## config.mk

```make
export PLATFORM = sky130hd
export DESIGN_NAME = giru_cell
export DESIGN_NICKNAME = d
export VERILOG_FILES = /design/src/rtl/core/giru_pkg.sv /design/src/rtl/core/giru_cell.sv
export SDC_FILE = /design/constraint.sdc
export NUM_CORES = 1
export LEC_CHECK = 0
export ABC_AREA = 0
export CAP_MARGIN = 25
export CORE_AREA = 2 2 111 113
export CTS_CLUSTER_SIZE = 40
export DETAILED_ROUTE_END_ITERATION = 7
export DIE_AREA = 0 0 113 115
export DONT_BUFFER_PORTS = 1
export PLACE_DENSITY = 0.69
export SLEW_MARGIN = 20
export SYNTH_ARGS = -nofsm -noshare
export SYNTH_HDL_FRONTEND = slang
export SYNTH_SLANG_ARGS = --single-unit
```

## constraint.sdc

```tcl
create_clock -name clock -period 11.3 [get_ports clock]
set_input_delay 1.13 -clock clock [delete_from_list [all_inputs] [get_ports clock]]
set_output_delay 1.13 -clock clock [all_outputs]
set_load 0.005 [all_outputs]
```

## src/rtl/core/giru_pkg.sv

```systemverilog
`timescale 1ns / 1ps
// ----------------------------------------------------------------------------
// Genotype index package
// Shared constants, types and the binomial coefficient tables.
// ----------------------------------------------------------------------------
package giru_pkg;

   localparam int unsigned MaxPos = 15;

   typedef enum logic [1:0] {
      ERR_NONE   = 2'd0,
      ERR_PLOIDY = 2'd1,
      ERR_ALLELE = 2'd2
   } err_type;

   // Binomial coefficient C(n,k) for small n; the largest value used, C(30,15),
   // fits in 34 bits. Only evaluated on constants while building tables.
   function automatic logic [33:0] binom(input logic [5:0] n, input logic [4:0] k);
      logic [63:0] r;
      int i;
      r = 64'd1;
      if ({1'b0, k} > n) begin
         r = 64'd0;
      end else begin
         for (i = 0; i < 15; i++) begin
            if (i < int'(k)) begin
               r = r * 64'(int'(n) - i) / 64'(i + 1);
            end
         end
      end
      return r[33:0];
   endfunction

   // Sixteen coefficients C(n0+a, k) for a = 0..15, 34 bits each.
   function automatic logic [16*34-1:0] binom_row(input int unsigned n0,
                                                  input int unsigned k);
      logic [16*34-1:0] row;
      row = '0;
      for (int a = 0; a < 16; a++) begin
         row[a*34 +: 34] = binom(6'(n0) + 6'(a), 5'(k));
      end
      return row;
   endfunction

   // Number of genotypes C(p+allele_count-1, p) for p = 0..15, 34 bits each.
   function automatic logic [16*34-1:0] count_row(input int unsigned allele_count);
      logic [16*34-1:0] row;
      row = '0;
      for (int p = 0; p < 16; p++) begin
         row[p*34 +: 34] = binom(6'(p) + 6'(allele_count) - 6'd1, 5'(p));
      end
      return row;
   endfunction

   // Nibble sorting state carried along the chain.
   typedef struct packed {
      logic        valid;
      logic        cmd;
      logic [3:0]  ploidy;
      logic [1:0]  err;
      logic [59:0] alleles;  // ascending for rank, nibble k-1 = k-th smallest
      logic [34:0] acc;      // rank sum or unrank remainder
      logic [31:0] index_in;
   } stage_type;

endpackage

```

## src/rtl/core/giru_cell.sv

```systemverilog
`timescale 1ns / 1ps
// ----------------------------------------------------------------------------
// Genotype index chain cell
// One position of the chain. For rank it inserts one allele into the sorted
// list; for unrank it recovers the allele at its position from the remainder.
// ----------------------------------------------------------------------------
module giru_cell #(
   parameter int unsigned POS          = 0,
   parameter int unsigned ALLELE_COUNT = 16
) (
   input  logic                 clock,
   input  logic                 reset,
   input  giru_pkg::stage_type  stage_in,
   output giru_pkg::stage_type  stage_out
);

   // Unrank position handled here: the first cell takes the highest position.
   localparam int unsigned K = giru_pkg::MaxPos - POS;
   localparam logic [16*34-1:0] Coef = giru_pkg::binom_row(K - 1, K);

   giru_pkg::stage_type next_in, stage_ff;
   logic [3:0]  a_new;
   logic [59:0] ins;
   logic [3:0]  best;
   logic [33:0] coef;
   logic        lt;

   always_comb begin
      next_in = stage_in;
      a_new   = stage_in.alleles[POS*4 +: 4];
      ins     = stage_in.alleles;
      best    = '0;
      coef    = '0;
      lt      = 1'b0;
      if (stage_in.cmd == 1'b0) begin
         // Rank: raw allele POS sits at nibble POS; the lower POS nibbles are
         // sorted. Insertion keeps the lower nibbles ascending.
         if (POS < int'(stage_in.ploidy)) begin
            if (32'(a_new) >= ALLELE_COUNT && stage_in.err == giru_pkg::ERR_NONE) begin
               next_in.err = giru_pkg::ERR_ALLELE;
            end
            for (int j = 0; j < 15; j++) begin
               if (j <= POS) begin
                  if (j == 0) begin
                     lt = 1'b0;
                  end else begin
                     lt = stage_in.alleles[(j-1)*4 +: 4] > a_new;
                  end
                  if (j < POS && stage_in.alleles[j*4 +: 4] > a_new) begin
                     if (j == 0 || !lt) ins[j*4 +: 4] = a_new;
                     else ins[j*4 +: 4] = stage_in.alleles[(j-1)*4 +: 4];
                  end else if (j == POS) begin
                     if (POS > 0 && lt) ins[j*4 +: 4] = stage_in.alleles[(j-1)*4 +: 4];
                     else ins[j*4 +: 4] = a_new;
                  end
               end
            end
            next_in.alleles = ins;
         end
      end else begin
         if (K <= 32'(stage_in.ploidy)) begin
            for (int a = 1; a < 16; a++) begin
               if (a < ALLELE_COUNT &&
                   {1'b0, Coef[a*34 +: 34]} <= stage_in.acc) begin
                  best = 4'(a);
               end
            end
            coef = Coef[best*34 +: 34];
            next_in.acc = stage_in.acc - {1'b0, coef};
            next_in.alleles[(K-1)*4 +: 4] = best;
         end
      end
   end

   always_ff @(posedge clock) begin
      if (reset) begin
         stage_ff.valid <= 1'b0;
      end else begin
         stage_ff.valid <= stage_in.valid;
      end
      stage_ff.cmd      <= next_in.cmd;
      stage_ff.ploidy   <= next_in.ploidy;
      stage_ff.err      <= next_in.err;
      stage_ff.alleles  <= next_in.alleles;
      stage_ff.acc      <= next_in.acc;
      stage_ff.index_in <= next_in.index_in;
   end

   assign stage_out = stage_ff;

endmodule

```

==> impl_metrics.json <==
{
  "cts_max_level": 4,
  "overflow": 0,
  "syn2layout_area_growth_pct": 9.63,
  "postSynthAreaPerCell_um2": 8.86,
  "synth-edff-count": 0,
  "hpwl_um": 15600,
  "clk_pin_slew_worst_paths_ps": 60,
  "grt_pass1_vias": 5333,
  "finalWeightedCongestion": 1.03,
  "drive_above_1_share": 0.0799,
  "combPwrFrac": 0.058,
  "yosysUniqueCellTypes": 68,
  "finalCriticalPeriod_ps": 7080,
  "setup_tns_ps": 0,
  "rsz0062_at_grt": "false",
  "period_share": 0.627,
  "grt_usage": 0.309,
  "final_util": 0.585,
  "ys.flop_type": "dfxtp_1",
  "switching_share": 0.258,
  "synthTopCellsByArea": "dfxtp_1 (43%), ha_1 (6.8%), nand2_1 (4.8%), o21ai_0 (4.2%), a21oi_1 (3.0%)",
  "grt_pass1_wl_um": 30800,
  "cts_buffers": 17,
  "cp_num_buf_inv": 0,
  "slew_headroom": 0.394,
  "design_area_um2": 6910,
  "die_y_um": 115,
  "cts.sinks": 135,
  "nets": 860,
  "worst_pin_slew_ps": 897,
  "drt_iter0_drc": 549,
  "cts_hold_buf": 0,
  "diodes": 0,
  "netlist_instances": 711,
  "async_reset_ff_frac": 0,
  "cts.root.buffer_cell": "clkbuf_16",
  "synth_top_cell_area_share": 0.429,
  "finalHoldViolCount": 0,
  "maxCapViolCount": 0,
  "power.net_switching_mw": 0.296,
  "syn-num-nets": 883,
  "die_width_um": 113,
  "endpoint": "stage_out[65]",
  "core-area_um2": 11800,
  "internal-power_mw": 0.848,
  "grt_max_degree": 63,
  "setup_viol": 0,
  "final_cell_mix": "dfxtp_1 (135), nand2_1 (80), o21ai_0 (53)",
  "syn_area_um2": 6300,
  "cp_cell_sequence": "nor4_4, nand3_1, or4b_1, o31ai_1, a41o_2, a31oi_1, or3_1, o211a_1, ha_1, nor3_1, a211oi_1, ha_1, and3_1, and3_1, a211o_1, a21oi_1, o31ai_1, o21ai_0, a21oi_1, nor3_1, xor2_1",
  "crit_fanout": 16,
  "placed_area_um2": 6310,
  "violations": "DRC",
  "maxSlewViolCount": 0,
  "worstSetupStartpoint": "stage_in[62]",
  "hold_path_class": "in -> reg",
  "critPathSlowestCell": "or4b_1",
  "cp-end-kind": "flip-flop",
  "yosysSeqAreaShare": 0.429,
  "yosys_warnings": 0,
  "via_count": 5558,
  "power_frac_clock": 0.487,
  "antenna_found_initial": 0,
  "fmax_mhz": 141,
  "cts_tree": "yes",
  "leakage_nw": 2.73,
  "path_class": "in -> reg",
  "dieArea_um2": 13000,
  "critPathMaxStageDelay_ps": 630,
  "io_buffers": 0,
  "p_total_mw": 1.14,
  "cts_buffer_depth": 2,
  "fp-row-count": 40,
  "worst-path-stages": 21,
  "start_util": 0.534,
  "vdd_drop_max_uv": 95.0,
  "wl_um": 20800,
  "cts_resized": 0,
  "whs_path_depth": 0,
  "synth-seq-cells": 135,
  "critPathLaunchType": "input pin",
  "powerDensity_nw_per_um2": 166,
  "ant_nets": 0,
  "yosysTopAreaCell": "dfxtp_1",
  "critPathTopFamily": "compound AO/OA/AOI/OAI gates",
  "viasPerCell": 6.55,
  "post-cts-setup-buffers": 0,
  "drt_pass1_iterations": 8,
  "drc": 18,
  "io_pins": 272,
  "status": "finished, violations left",
  "routedWlPerCell_um": 24.5,
  "largest_register_ffs": 135,
  "worstPathArrival_ps": 7450,
  "cp.required_ps": 11660,
  "layout_commonest_cell": "dfxtp_1",
  "pwr-share-seq": 0.455
}
## cells in the mapped netlist, types with 2 or more instances
cell type,number
and3_1,5
nand4bb_1,2
o31a_1,3
nor2b_1,7
buf_2,8
a22oi_1,2
dfxtp_1,135
or2_2,5
nand2_1,80
or4_4,3
nor4_1,16
nor4b_1,4
a31oi_1,9
o21ai_0,53
nor2_1,45
nand4b_1,3
clkbuf_1,32
or3_1,11
xnor2_1,21
a211oi_1,9
a41oi_1,2
buf_6,2
a21oi_1,38
a21o_1,15
o21a_1,8
ha_1,34
a211o_1,3
o2111ai_1,2
o31ai_1,6
xor2_1,8
nand3_1,20
a2111oi_0,2
nand2b_1,4
o211ai_1,11
o21bai_1,2
inv_1,13
mux2_2,4
or4_1,4
nor3_1,22
nand4_1,22
and2_1,9
## metal layers
metal / track usage / vias to the layer above / wire length, um
li1: - / 2544 / -
met1: 0.361 / 2619 / 7950
met2: 0.525 / 349 / 10200
met3: 0.103 / 46 / 2090
met4: 0.128 / 0 / 590
met5: 0 / - / 0
## area by class of cell
type,count,area (um^2)
Inverter,13,48.8
Multi-Input combinational cell,520,3370
Sequential cell,135,2700
Clock buffer,17,425
Tap cell,147,184
Fill cell,1060,4900
Timing Repair Buffer,1,7.51
Clock inverter,15,173
## power groups by stage
stage | sequential [mW] | combinational, mW | clock, mW
after CTS | 0.521 | 0.0654 | 0.568
after global routing | 0.522 | 0.0739 | 0.589
final | 0.520 | 0.0664 | 0.558
after floorplan | 0.524 | 0.0635 | 0
after global placement | 0.531 | 0.0645 | 0
after detailed placement | 0.531 | 0.0649 | 0
## metrics by stage
stage	cells	hold slack, ps	setup slack [ps]
floorplan	711	1160	4980
global placement	816	1160	4010
detailed placement	816	1160	3870
CTS	848	705	4310
global route	848	702	3830
finish	848	719	4220
## worst min-delay path by stage
stage                   from        endpoint
2_1_floorplan    stage_in[0]    stage_out[0]
3_3_place_gp   stage_in[102]  stage_out[102]
3_5_place_dp   stage_in[112]  stage_out[112]
4_1_cts         stage_in[19]   stage_out[19]
5_1_grt         stage_in[85]   stage_out[85]
6_report        stage_in[85]   stage_out[85]
## cell families (layout without fill, tap and decap cells)
| kind of cell | after synthesis | in the layout | synth area share |
|---|---|---|---|
| flip-flops | 135 | 135 | 0.429 |
| multiplexers | 5 | 5 | 0.00873 |
| AO/OA/AOI/OAI | 182 | 182 | 0.192 |
| adder cells (fa/ha/maj) | 35 | 35 | 0.0707 |
| buffers and inverters | 56 | 46 | 0.0375 |
| XOR/XNOR | 29 | 29 | 0.0403 |
| AND/OR/NAND/NOR | 269 | 269 | 0.222 |
(Power assumes the default switching activity.)
