**config.mk**
```make
export PLATFORM = sky130hd
export DESIGN_NAME = giru_sum
export DESIGN_NICKNAME = d
export VERILOG_FILES = /design/src/rtl/core/giru_pkg.sv /design/src/rtl/core/giru_sum.sv
export SDC_FILE = /design/constraint.sdc
export NUM_CORES = 1
export LEC_CHECK = 0
export BUFFER_PORTS_ARGS = -buffer_cell sky130_fd_sc_hd__buf_4
export CORE_AREA = 2 2 104 106
export DETAILED_ROUTE_END_ITERATION = 16
export DIE_AREA = 0 0 106 108
export GPL_TIMING_DRIVEN = 0
export PLACE_DENSITY = 0.71
export SLEW_MARGIN = 10
export SYNTH_ARGS = -nofsm -noshare
export SYNTH_HDL_FRONTEND = slang
export SYNTH_SLANG_ARGS = --single-unit
```
**constraint.sdc**
```tcl
create_clock -name clock -period 3.6 [get_ports clock]
set_clock_uncertainty 0.2 [all_clocks]
set_input_delay 0.72 -clock clock [delete_from_list [all_inputs] [get_ports clock]]
set_output_delay 0.72 -clock clock [all_outputs]
set_load 0.02 [all_outputs]
```
**src/rtl/core/giru_pkg.sv**
```systemverilog
`timescale 1ns / 1ps
// ----------------------------------------------------------------------------
// Genotype index package
// Shared constants, types and the binomial coefficient tables.
// ----------------------------------------------------------------------------
package giru_pkg;

   localparam int unsigned MaxPos = 15;

   typedef enum logic [1:0] {
      ERR_NONE   = 2'd0,
      ERR_PLOIDY = 2'd1,
      ERR_ALLELE = 2'd2
   } err_type;

   // Binomial coefficient C(n,k) for small n; the largest value used, C(30,15),
   // fits in 34 bits. Only evaluated on constants while building tables.
   function automatic logic [33:0] binom(input logic [5:0] n, input logic [4:0] k);
      logic [63:0] r;
      int i;
      r = 64'd1;
      if ({1'b0, k} > n) begin
         r = 64'd0;
      end else begin
         for (i = 0; i < 15; i++) begin
            if (i < int'(k)) begin
               r = r * 64'(int'(n) - i) / 64'(i + 1);
            end
         end
      end
      return r[33:0];
   endfunction

   // Sixteen coefficients C(n0+a, k) for a = 0..15, 34 bits each.
   function automatic logic [16*34-1:0] binom_row(input int unsigned n0,
                                                  input int unsigned k);
      logic [16*34-1:0] row;
      row = '0;
      for (int a = 0; a < 16; a++) begin
         row[a*34 +: 34] = binom(6'(n0) + 6'(a), 5'(k));
      end
      return row;
   endfunction

   // Number of genotypes C(p+allele_count-1, p) for p = 0..15, 34 bits each.
   function automatic logic [16*34-1:0] count_row(input int unsigned allele_count);
      logic [16*34-1:0] row;
      row = '0;
      for (int p = 0; p < 16; p++) begin
         row[p*34 +: 34] = binom(6'(p) + 6'(allele_count) - 6'd1, 5'(p));
      end
      return row;
   endfunction

   // Nibble sorting state carried along the chain.
   typedef struct packed {
      logic        valid;
      logic        cmd;
      logic [3:0]  ploidy;
      logic [1:0]  err;
      logic [59:0] alleles;  // ascending for rank, nibble k-1 = k-th smallest
      logic [34:0] acc;      // rank sum or unrank remainder
      logic [31:0] index_in;
   } stage_type;

endpackage

```
**src/rtl/core/giru_sum.sv**
```systemverilog
`timescale 1ns / 1ps
// ----------------------------------------------------------------------------
// Genotype index rank sum chain cell
// Adds one position's coefficient C(k+a-1,k) of the sorted alleles to the sum.
// ----------------------------------------------------------------------------
module giru_sum #(
   parameter int unsigned POS = 0
) (
   input  logic                 clock,
   input  logic                 reset,
   input  giru_pkg::stage_type  stage_in,
   output giru_pkg::stage_type  stage_out
);

   localparam logic [16*34-1:0] Coef = giru_pkg::binom_row(POS, POS + 1);

   giru_pkg::stage_type next_in, stage_ff;
   logic [3:0] a;

   always_comb begin
      next_in = stage_in;
      a       = stage_in.alleles[POS*4 +: 4];
      if (stage_in.cmd == 1'b0 && POS < int'(stage_in.ploidy)) begin
         next_in.acc = stage_in.acc + {1'b0, Coef[a*34 +: 34]};
      end
   end

   always_ff @(posedge clock) begin
      if (reset) begin
         stage_ff.valid <= 1'b0;
      end else begin
         stage_ff.valid <= stage_in.valid;
      end
      stage_ff.cmd      <= next_in.cmd;
      stage_ff.ploidy   <= next_in.ploidy;
      stage_ff.err      <= next_in.err;
      stage_ff.alleles  <= next_in.alleles;
      stage_ff.acc      <= next_in.acc;
      stage_ff.index_in <= next_in.index_in;
   end

   assign stage_out = stage_ff;

endmodule

```
==> flow_summary.yaml, run 1 <==
critical_path:
  worstPathArrival_ns: 2.78
  cp.required_ns: 3.84
  crit_start: "stage_in[32]"
  cp_cell_sequence: "buf_4, ha_1, inv_1, fa_1, nand2b_1, a21oi_1, nand3_1, nor4_1, xnor2_1"
  cp-start-kind: "primary input"
  crit_fanout: 6
  criticalPathCategory: "primary input to register"
  worstSetupEndpointType: "register"
  slowest_stage: "a21oi_1"
  critPathMaxStageDelay_ns: 0.44
yosys:
  synth.top_cell.area_share_pct: 76.0
  avgSynthCellArea_um2: 13.9
  ys_ff_latch: 135
  synth_area_leaders: "dfxtp_1 (76%), xnor2_1 (5.2%), xor2_1 (2.7%)"
  yosysSeqAreaShare_pct: 76.0
  syn_inst: 255
  syn_area_mm2: 0.00355
  synth.net_count: 397
  synth.distinct_cells: 31
  yosys_warnings: 0
  synth_top_area_cell: "dfxtp_1"
die:
  die_width_um: 106
  core_mm2: 0.0102
  initial_core_util_pct: 34.7
  fp.dieH_um: 108
  dieArea_mm2: 0.0114
  ios: 272
  rows: 37
grt:
  antenna_found_initial: 0
  grt_pass1_wl_mm: 15.5
  grt_overflow: 0
  grt_max_degree: 17
  grt_pass1_vias: 2869
  grt_usage_pct: 18.2
cells_and_area:
  largest_register_ffs: 135
  diodes: 0
  area_growth_pct: 77.6
  nets: 687
  finalNonFillerCells: 694
  drive_gt1_share_pct: 55.7
sta:
  setup_ws_ns: 1.06
  period_needed_ns: 2.54
  setup_viol: 0
  whs_ns: 0.106
  drv_slew: 0
  tns_ns: 0
  finalCritPeriodShare_pct: 70.5
  slew_headroom_pct: 61.3
  grt_setup_unrepaired: "false"
  max_slew.worst_pin.slew_ns: 0.579
  hold_violations: 0
  max_freq_mhz: 394
detailed_routing:
  first_pass_iters: 4
  viasPerCell: 4.19
  wirelength_mm: 10.5
  via_count: 2907
  drtIter0Drc: 102
  drc: 0
  antenna_left: 0
  wl_per_cell_um: 15.2
power:
  power.density_mw_per_mm2: 574
  vdd_drop_max_v: 0.000475
  leakage_nw: 3.01
clock_network:
  postCtsSetupBuffers: 0
  numCtsBuffers: 17
  htree_levels: 4
  clockBufferDepth: 2
  cts.sinks: 135
  cts_tree: "built"
  hold_buffers: 0
  cts_root_buf: "clkbuf_8"
  cts.clk_slew.worst_paths_ns: 0.06
  cts.repair.resized: 0
place:
  place_ws_ns: 0.494
  place_congestion: 0.742
  hpwl_mm: 8.52
  placed_cells: 662
  io_buffer_count: 271
status:
  outcome: "complete, no violations"
worst_hold_path:
  holdPathEnd: "stage_out[73]"
  hold_start: "stage_in[73]"
  holdPathStages: 1
  hold_class: "primary input to register"
job:
  maxCapViolCount: 0
-- cell families (layout without fill, tap and decap cells) --
logic type               count (synthesis)  in the layout  synth area share, %
flip-flops                             135            135                 76.0
buffers and inverters                    7            310                0.739
XOR/XNOR                                32             32                 7.88
AO/OA/AOI/OAI                            9              9                 1.65
multiplexers                             2              2                0.634
AND/OR/NAND/NOR                         65             65                 11.1
adder cells (fa/ha/maj)                  5              5                 1.97
-- worst max path at each step --
stage | end | cells after the start
final | stage_out[60] | 9
after global routing | stage_out[60] | 9
after CTS | stage_out[60] | 9
after detailed placement | stage_out[60] | 9
after global placement | stage_out[60] | 9
after floorplan | stage_out[60] | 8
-- through the flow --
step | instance area (um2) | power (W) | utilization (%)
floorplan | 3550 | 0.00180 | -
global placement | 5760 | 0.00207 | 56.3
detailed placement | 5760 | 0.00208 | 56.3
CTS | 6310 | 0.00367 | 61.7
global route | 6310 | 0.00376 | 61.7
finish | 6310 | 0.00362 | 61.7
-- power by group --
| group | switching [W] | leakage (nW) | total [W] | internal [W] |
|---|---|---|---|---|
| combinational | 0.000216 | 1.61 | 0.000440 | 0.000224 |
| clock | 0.000642 | 0.261 | 0.00158 | 0.000939 |
| sequential | 0.0000221 | 1.14 | 0.00160 | 0.00158 |
| total | 0.000880 | 3.01 | 0.00362 | 0.00274 |
-- per-layer routing --
| metal | vias to the layer above | track usage [%] | part of all wire (%) |
|---|---|---|---|
| li1 | 1419 | - | - |
| met1 | 1337 | 18.4 | 35 |
| met2 | 140 | 33.1 | 55 |
| met3 | 11 | 8.80 | 8.9 |
| met4 | 0 | 6.02 | 1.4 |
| met5 | - | 0 | 0 |
-- critical path, delay by kind of cell --
kind / cells / cell delay, ns
xor+xnor: 1 / 0.16
fa+ha+maj: 2 / 0.58
simple gates: 3 / 0.72
compound gates: 1 / 0.44
buf+inv: 2 / 0.14
-- cells in the mapped netlist, drive strengths merged --
cell    instances
nand2          12
mux2            2
a21o            1
nand4           5
and2            2
inv             7
nor2b           1
xor2           11
nor2           12
dfxtp         135
nand3          15
xnor2          21
nand2b          1
a21oi           2
nor4            5
nor3            8
o21bai          1
ha              4
a211oi          2
fa              1
nand4b          1
o21ai           2
o41ai           1
and4            1
and3            2
-- cells in the final DEF (no fill, tap or decap), types with 4 or more instances in the layout --
master,Yosys,final
xor2_1,11,11
clkbuf_16,0,16
inv_1,7,7
dfxtp_1,135,135
ha_1,4,4
nor3_1,8,8
nand2_1,12,12
nor2_1,12,12
buf_4,0,271
nand3_1,14,14
clkinvlp_4,0,4
xnor2_1,21,21
-- final cells by class --
cell class | count | area (um2)
Clock buffer | 19 | 432
Clock inverter | 13 | 123
Fill cell | 826 | 3920
Inverter | 7 | 26.3
Multi-Input combinational cell | 113 | 826
Sequential cell | 135 | 2700
Tap cell | 136 | 170
Timing Repair Buffer | 271 | 2030
No activity file was read; power rests on OpenSTA's default activity.
==> run 2, diff against run 1 <==
- PLACE_DENSITY: 0.71 -> 0.74
- clock period: 3.6 -> 2.28 ns (I/O delays scaled with it)
==> run 2 against run 1 <==
  * Sequential share of layout area fell by 7.8 points
  * Critical endpoint unchanged
  * Die area unchanged
  * Worst setup slack lost 0.92 ns
  * Sequential power up 59%
  * Clock power is 82% higher
  * Total power grew 75%
  * First-iteration DRC count up 25%
  * Core utilization increased by 14 points
==> flow_summary.yaml, run 2 (same netlist as run 1, synthesis figures left out) <==
clock_network:
  numCtsBuffers: 17
  htree_levels: 4
  cts_root_buf: "clkbuf_8"
  cts.clk_slew.worst_paths_ns: 0.06
  cts_tree: "built"
  clockBufferDepth: 2
  cts.sinks: 135
cells_and_area:
  diodes: 0
  nFillCells: 587
  fin_area_mm2: 0.00773
  mostFrequentLayoutCells: "buf_4 (271), dfxtp_1 (135), dlygate4sd3_1 (133), xnor2_1 (21), clkbuf_16 (16)"
  drive_gt1_share_pct: 45.3
  layout_commonest_cell: "buf_4"
  largest_register_ffs: 135
  final_core_util_pct: 75.6
  area_growth_pct: 117
  finalNonFillerCells: 827
  nets: 820
worst_hold_path:
  holdPathStages: 3
  hold_class: "primary input to register"
  hold_start: "stage_in[58]"
  holdPathEnd: "stage_out[58]"
grt:
  grt_pass1_vias: 3959
  antenna_found_initial: 0
  grt_max_degree: 17
  grt_usage_pct: 25.9
  grt_overflow: 0
  grt_pass1_wl_mm: 22.0
die:
  ios: 272
  die_width_um: 106
  dieArea_mm2: 0.0114
  fp.dieH_um: 108
  rows: 37
  initial_core_util_pct: 34.7
  core_mm2: 0.0102
critical_path:
  crit_fanout: 6
  worstSetupEndpointType: "register"
  cp.required_ns: 2.52
  cp-start-kind: "primary input"
  worstPathArrival_ns: 2.38
  criticalPathCategory: "primary input to register"
place:
  place_congestion: 0.791
  hpwl_mm: 8.42
  place_area_mm2: 0.00576
  placed_cells: 662
  io_buffer_count: 271
sta:
  slew_headroom_pct: 63.1
  hold_violations: 0
  drv_slew: 0
  max_slew.worst_pin.slew_ns: 0.551
  setup_viol: 0
  grt_setup_unrepaired: "false"
  period_needed_ns: 2.14
  finalCritPeriodShare_pct: 93.8
  whs_ns: 0.0602
  max_freq_mhz: 468
power:
  combPwrFrac_pct: 14.5
  p_sw_w: 0.00152
  power_frac_clock_pct: 45.4
  leakage_nw: 3.60
  vdd_drop_max_v: 0.000445
  power.internal_w: 0.00482
  switching_share_pct: 24.0
  share_seq_of_total_power_pct: 40.1
  power.density_mw_per_mm2: 820
  p_total_w: 0.00634
detailed_routing:
  drtIter0Drc: 128
  wl_per_cell_um: 18.0
  first_pass_iters: 5
  drc: 0
  antenna_left: 0
  via_count: 3645
  viasPerCell: 4.41
  wirelength_mm: 14.8
status:
  outcome: "complete, no violations"
job:
  maxCapViolCount: 0
-- run 2: critical path, cell delays in order --
cell	delay [ns]
buf_4	0.09
ha_1	0.19
inv_1	0.07
fa_1	0.40
nand2b_1	0.18
a21oi_2	0.30
nand3_1	0.25
nor4_1	0.29
xnor2_1	0.16
-- run 2: power by group through the flow --
stage / sequential (W) / combinational (W) / clock [W]
after floorplan: 0.00276 / 0.0000823 / 0
after global placement: 0.00258 / 0.000689 / 0
after detailed placement: 0.00258 / 0.000702 / 0
after CTS: 0.00253 / 0.000893 / 0.00290
after global routing: 0.00255 / 0.000962 / 0.00301
final: 0.00254 / 0.000918 / 0.00288
-- run 2: per-stage QoR --
stage,setup WS (ns),setup TNS [ns]
3_5_place_dp,-0.395,-4.27
5_1_grt,0.00436,0
2_1_floorplan,0.0451,0
4_1_cts,0.0115,0
6_report,0.141,0
3_3_place_gp,-0.329,-3.73
-- run 2: final cells by class --
type	count	area, um2	share of cell area (%)
inverter	7	26.3	0.340
clock inverter	13	194	2.51
clock buffer	19	432	5.58
multi-input combinational	113	841	10.9
timing repair buffer	404	3370	43.5
tap	136	170	2.20
sequential	135	2700	35.0
-- run 2: worst max-delay path by stage --
stage / start / endpoint / cells after the start
finish: stage_in[32] / stage_out[60] / 9
global route: stage_in[32] / stage_out[60] / 9
CTS: stage_in[129] / stage_out[49] / 7
detailed placement: stage_in[32] / stage_out[60] / 9
global placement: stage_in[32] / stage_out[60] / 9
floorplan: stage_in[32] / stage_out[60] / 8
-- run 2: timing repair --
action / 4_1_cts / 5_1_grt
setup endpoints to repair: 0 / 7
buffers inserted: 0 / 0
resized for setup: 0 / 2
endpoints found under the hold margin: 132 / 0
hold buffers: 133 / 0
-- run 2: layer usage --
layer  vias up  routed length (um)  global-route usage [%]
met3        36                 938                    7.47
met1      1743                5490                    26.6
met2       175                7850                    47.8
met5         -                   0                       0
met4         0                 576                    13.7
li1       1691                   -                       -
==> run 3, diff against run 2 <==
- PLACE_DENSITY: 0.74 -> 0.84
==> run 3 against run 2 <==
  * Worst setup slack got worse by 0.032 ns
  * Clock power decreased by 4%
  * Hold slack better by 0.026 ns
  * Core utilization is 0.16 points lower
  * Flip-flop and latch count stayed put
  * Global-route usage grew 0.92 points
  * Critical path depth is 2 lower
  * Via count decreased by 0.22%
  * Critical path type unchanged
  * Critical endpoint is now stage_out[61]
==> flow_summary.yaml, run 3 (same netlist as run 1, synthesis figures left out) <==
power:
  power_frac_clock_pct: 44.4
  share_seq_of_total_power_pct: 40.8
  vdd_drop_max_v: 0.000451
  power.internal_w: 0.00471
  p_sw_w: 0.00153
  power.density_mw_per_mm2: 808
  leakage_nw: 3.60
  switching_share_pct: 24.5
  combPwrFrac_pct: 14.7
place:
  placed_cells: 662
  io_buffer_count: 271
  hpwl_mm: 8.73
  place_congestion: 0.754
cells_and_area:
  drive_gt1_share_pct: 45.3
  largest_register_ffs: 135
  layout_commonest_cell: "buf_4"
  nFillCells: 624
  finalNonFillerCells: 827
  diodes: 0
  area_growth_pct: 117
  nets: 821
  mostFrequentLayoutCells: "buf_4 (271), dfxtp_1 (135), dlygate4sd3_1 (134), xnor2_1 (21), clkbuf_16 (16)"
sta:
  setup_viol: 0
  max_slew.worst_pin.slew_ns: 0.504
  tns_ns: 0
  drv_slew: 0
  grt_setup_unrepaired: "false"
  hold_violations: 0
  finalCritPeriodShare_pct: 95.2
  max_freq_mhz: 461
  period_needed_ns: 2.17
  slew_headroom_pct: 66.3
critical_path:
  cp_cell_sequence: "dlygate4sd3_1, buf_4, nand4_2, nor4_4, nand3_4, nor4_4, xor2_1"
  cp.required_ns: 2.51
  worstSetupEndpointType: "register"
  slowest_stage: "dlygate4sd3_1"
  criticalPathCategory: "primary input to register"
  critPathMaxStageDelay_ns: 0.54
  critPathMostFrequentCell: "nor4_4"
  crit_fanout: 6
  cp-start-kind: "primary input"
  worstPathArrival_ns: 2.40
  crit_start: "stage_in[39]"
  crit_end: "stage_out[61]"
clock_network:
  cts.sinks: 135
  clockBufferDepth: 2
  cts_root_buf: "clkbuf_8"
  htree_levels: 4
  postCtsSetupBuffers: 0
  cts.clk_slew.worst_paths_ns: 0.06
  numCtsBuffers: 17
  cts_tree: "built"
detailed_routing:
  viasPerCell: 4.40
  routed-wl-met2_mm: 8.41
  wl_per_cell_um: 18.5
  via_count: 3637
  first_pass_iters: 4
  drc: 0
  wl_met3_mm: 1.10
  wl_met1_mm: 5.30
  wirelength_mm: 15.3
  drtIter0Drc: 153
  top_layer: "met4"
  antenna_left: 0
die:
  initial_core_util_pct: 34.7
  core_mm2: 0.0102
  die_width_um: 106
  rows: 37
  fp.dieH_um: 108
  ios: 272
  dieArea_mm2: 0.0114
grt:
  grt_usage_pct: 26.8
  grt_overflow: 0
  grt_pass1_vias: 3958
  grt_pass1_wl_mm: 22.6
  grt_max_degree: 17
  antenna_found_initial: 0
job:
  maxCapViolCount: 0
status:
  outcome: "complete, no violations"
worst_hold_path:
  hold_class: "primary input to register"
==> run 3: cell count changes in the layout (fill, tap and decap cells not counted) <==
cell / before / now
bufinv_16: 4 / 3
clkinv_4: 2 / 4
inv_6: 2 / 3
inv_8: 1 / 0
clkbuf_1: 1 / 0
clkinvlp_4: 3 / 2
dlygate4sd3_1: 133 / 134
==> run 3: timing repair <==
action	4_1_cts	5_1_grt
gates resized for setup	0	2
endpoints found under the setup margin	0	11
hold buffers	134	0
hold endpoints to repair	132	0
==> run 3: power groups by stage <==
stage / sequential, W / clock [W] / combinational (W)
after detailed placement: 0.00259 / 0 / 0.000702
after global placement: 0.00258 / 0 / 0.000688
after global routing: 0.00255 / 0.00291 / 0.000963
after CTS: 0.00254 / 0.00278 / 0.000895
final: 0.00255 / 0.00277 / 0.000919
after floorplan: 0.00276 / 0 / 0.0000823
==> run 3: layout make-up <==
type                            instances  area (um2)  share of cell area (%)
Inverter                                7        26.3                   0.341
Timing Repair Buffer                  405        3380                    43.8
Clock buffer                           18         428                    5.55
Tap cell                              136         170                    2.21
Multi-Input combinational cell        113         841                    10.9
Clock inverter                         13         171                    2.22
Sequential cell                       135        2700                    35.0
==> run 3: per-stage QoR <==
step                power (W)  util, %  instance area (um2)  hold slack, ns  setup slack [ns]
floorplan             0.00284        -                 3560           0.284            0.0451
global placement      0.00327     56.3                 5760           0.360            -0.347
detailed placement    0.00329     56.3                 5760           0.362            -0.390
CTS                   0.00621     75.3                 7700          0.0382            0.0186
global route          0.00643     75.4                 7710          0.0794           0.00358
finish                0.00623     75.4                 7710          0.0862             0.109
==> run 3: worst min-delay path by stage <==
stage / from / end / slack [ns] / cells after the start
finish: stage_in[42] / stage_out[42] / 0.09 / 3
global route: stage_in[58] / stage_out[58] / 0.08 / 3
CTS: stage_in[58] / stage_out[58] / 0.04 / 3
detailed placement: stage_in[18] / stage_out[18] / 0.36 / 1
global placement: stage_in[0] / stage_out[0] / 0.36 / 1
floorplan: stage_in[0] / stage_out[0] / 0.28 / 0
==> run 3: critical path: cells and delay by family <==
family                 cells  cell delay [ns]
AND/OR/NAND/NOR            4             1.03
buffers and inverters      2             0.68
XOR/XNOR                   1             0.21
==> run 3: layer usage <==
metal  vias to the layer above  global-route usage [%]
met4                         0                    12.3
met3                        41                    8.38
li1                       1695                       -
met1                      1718                    26.9
met5                         -                       0
met2                       183                    50.7
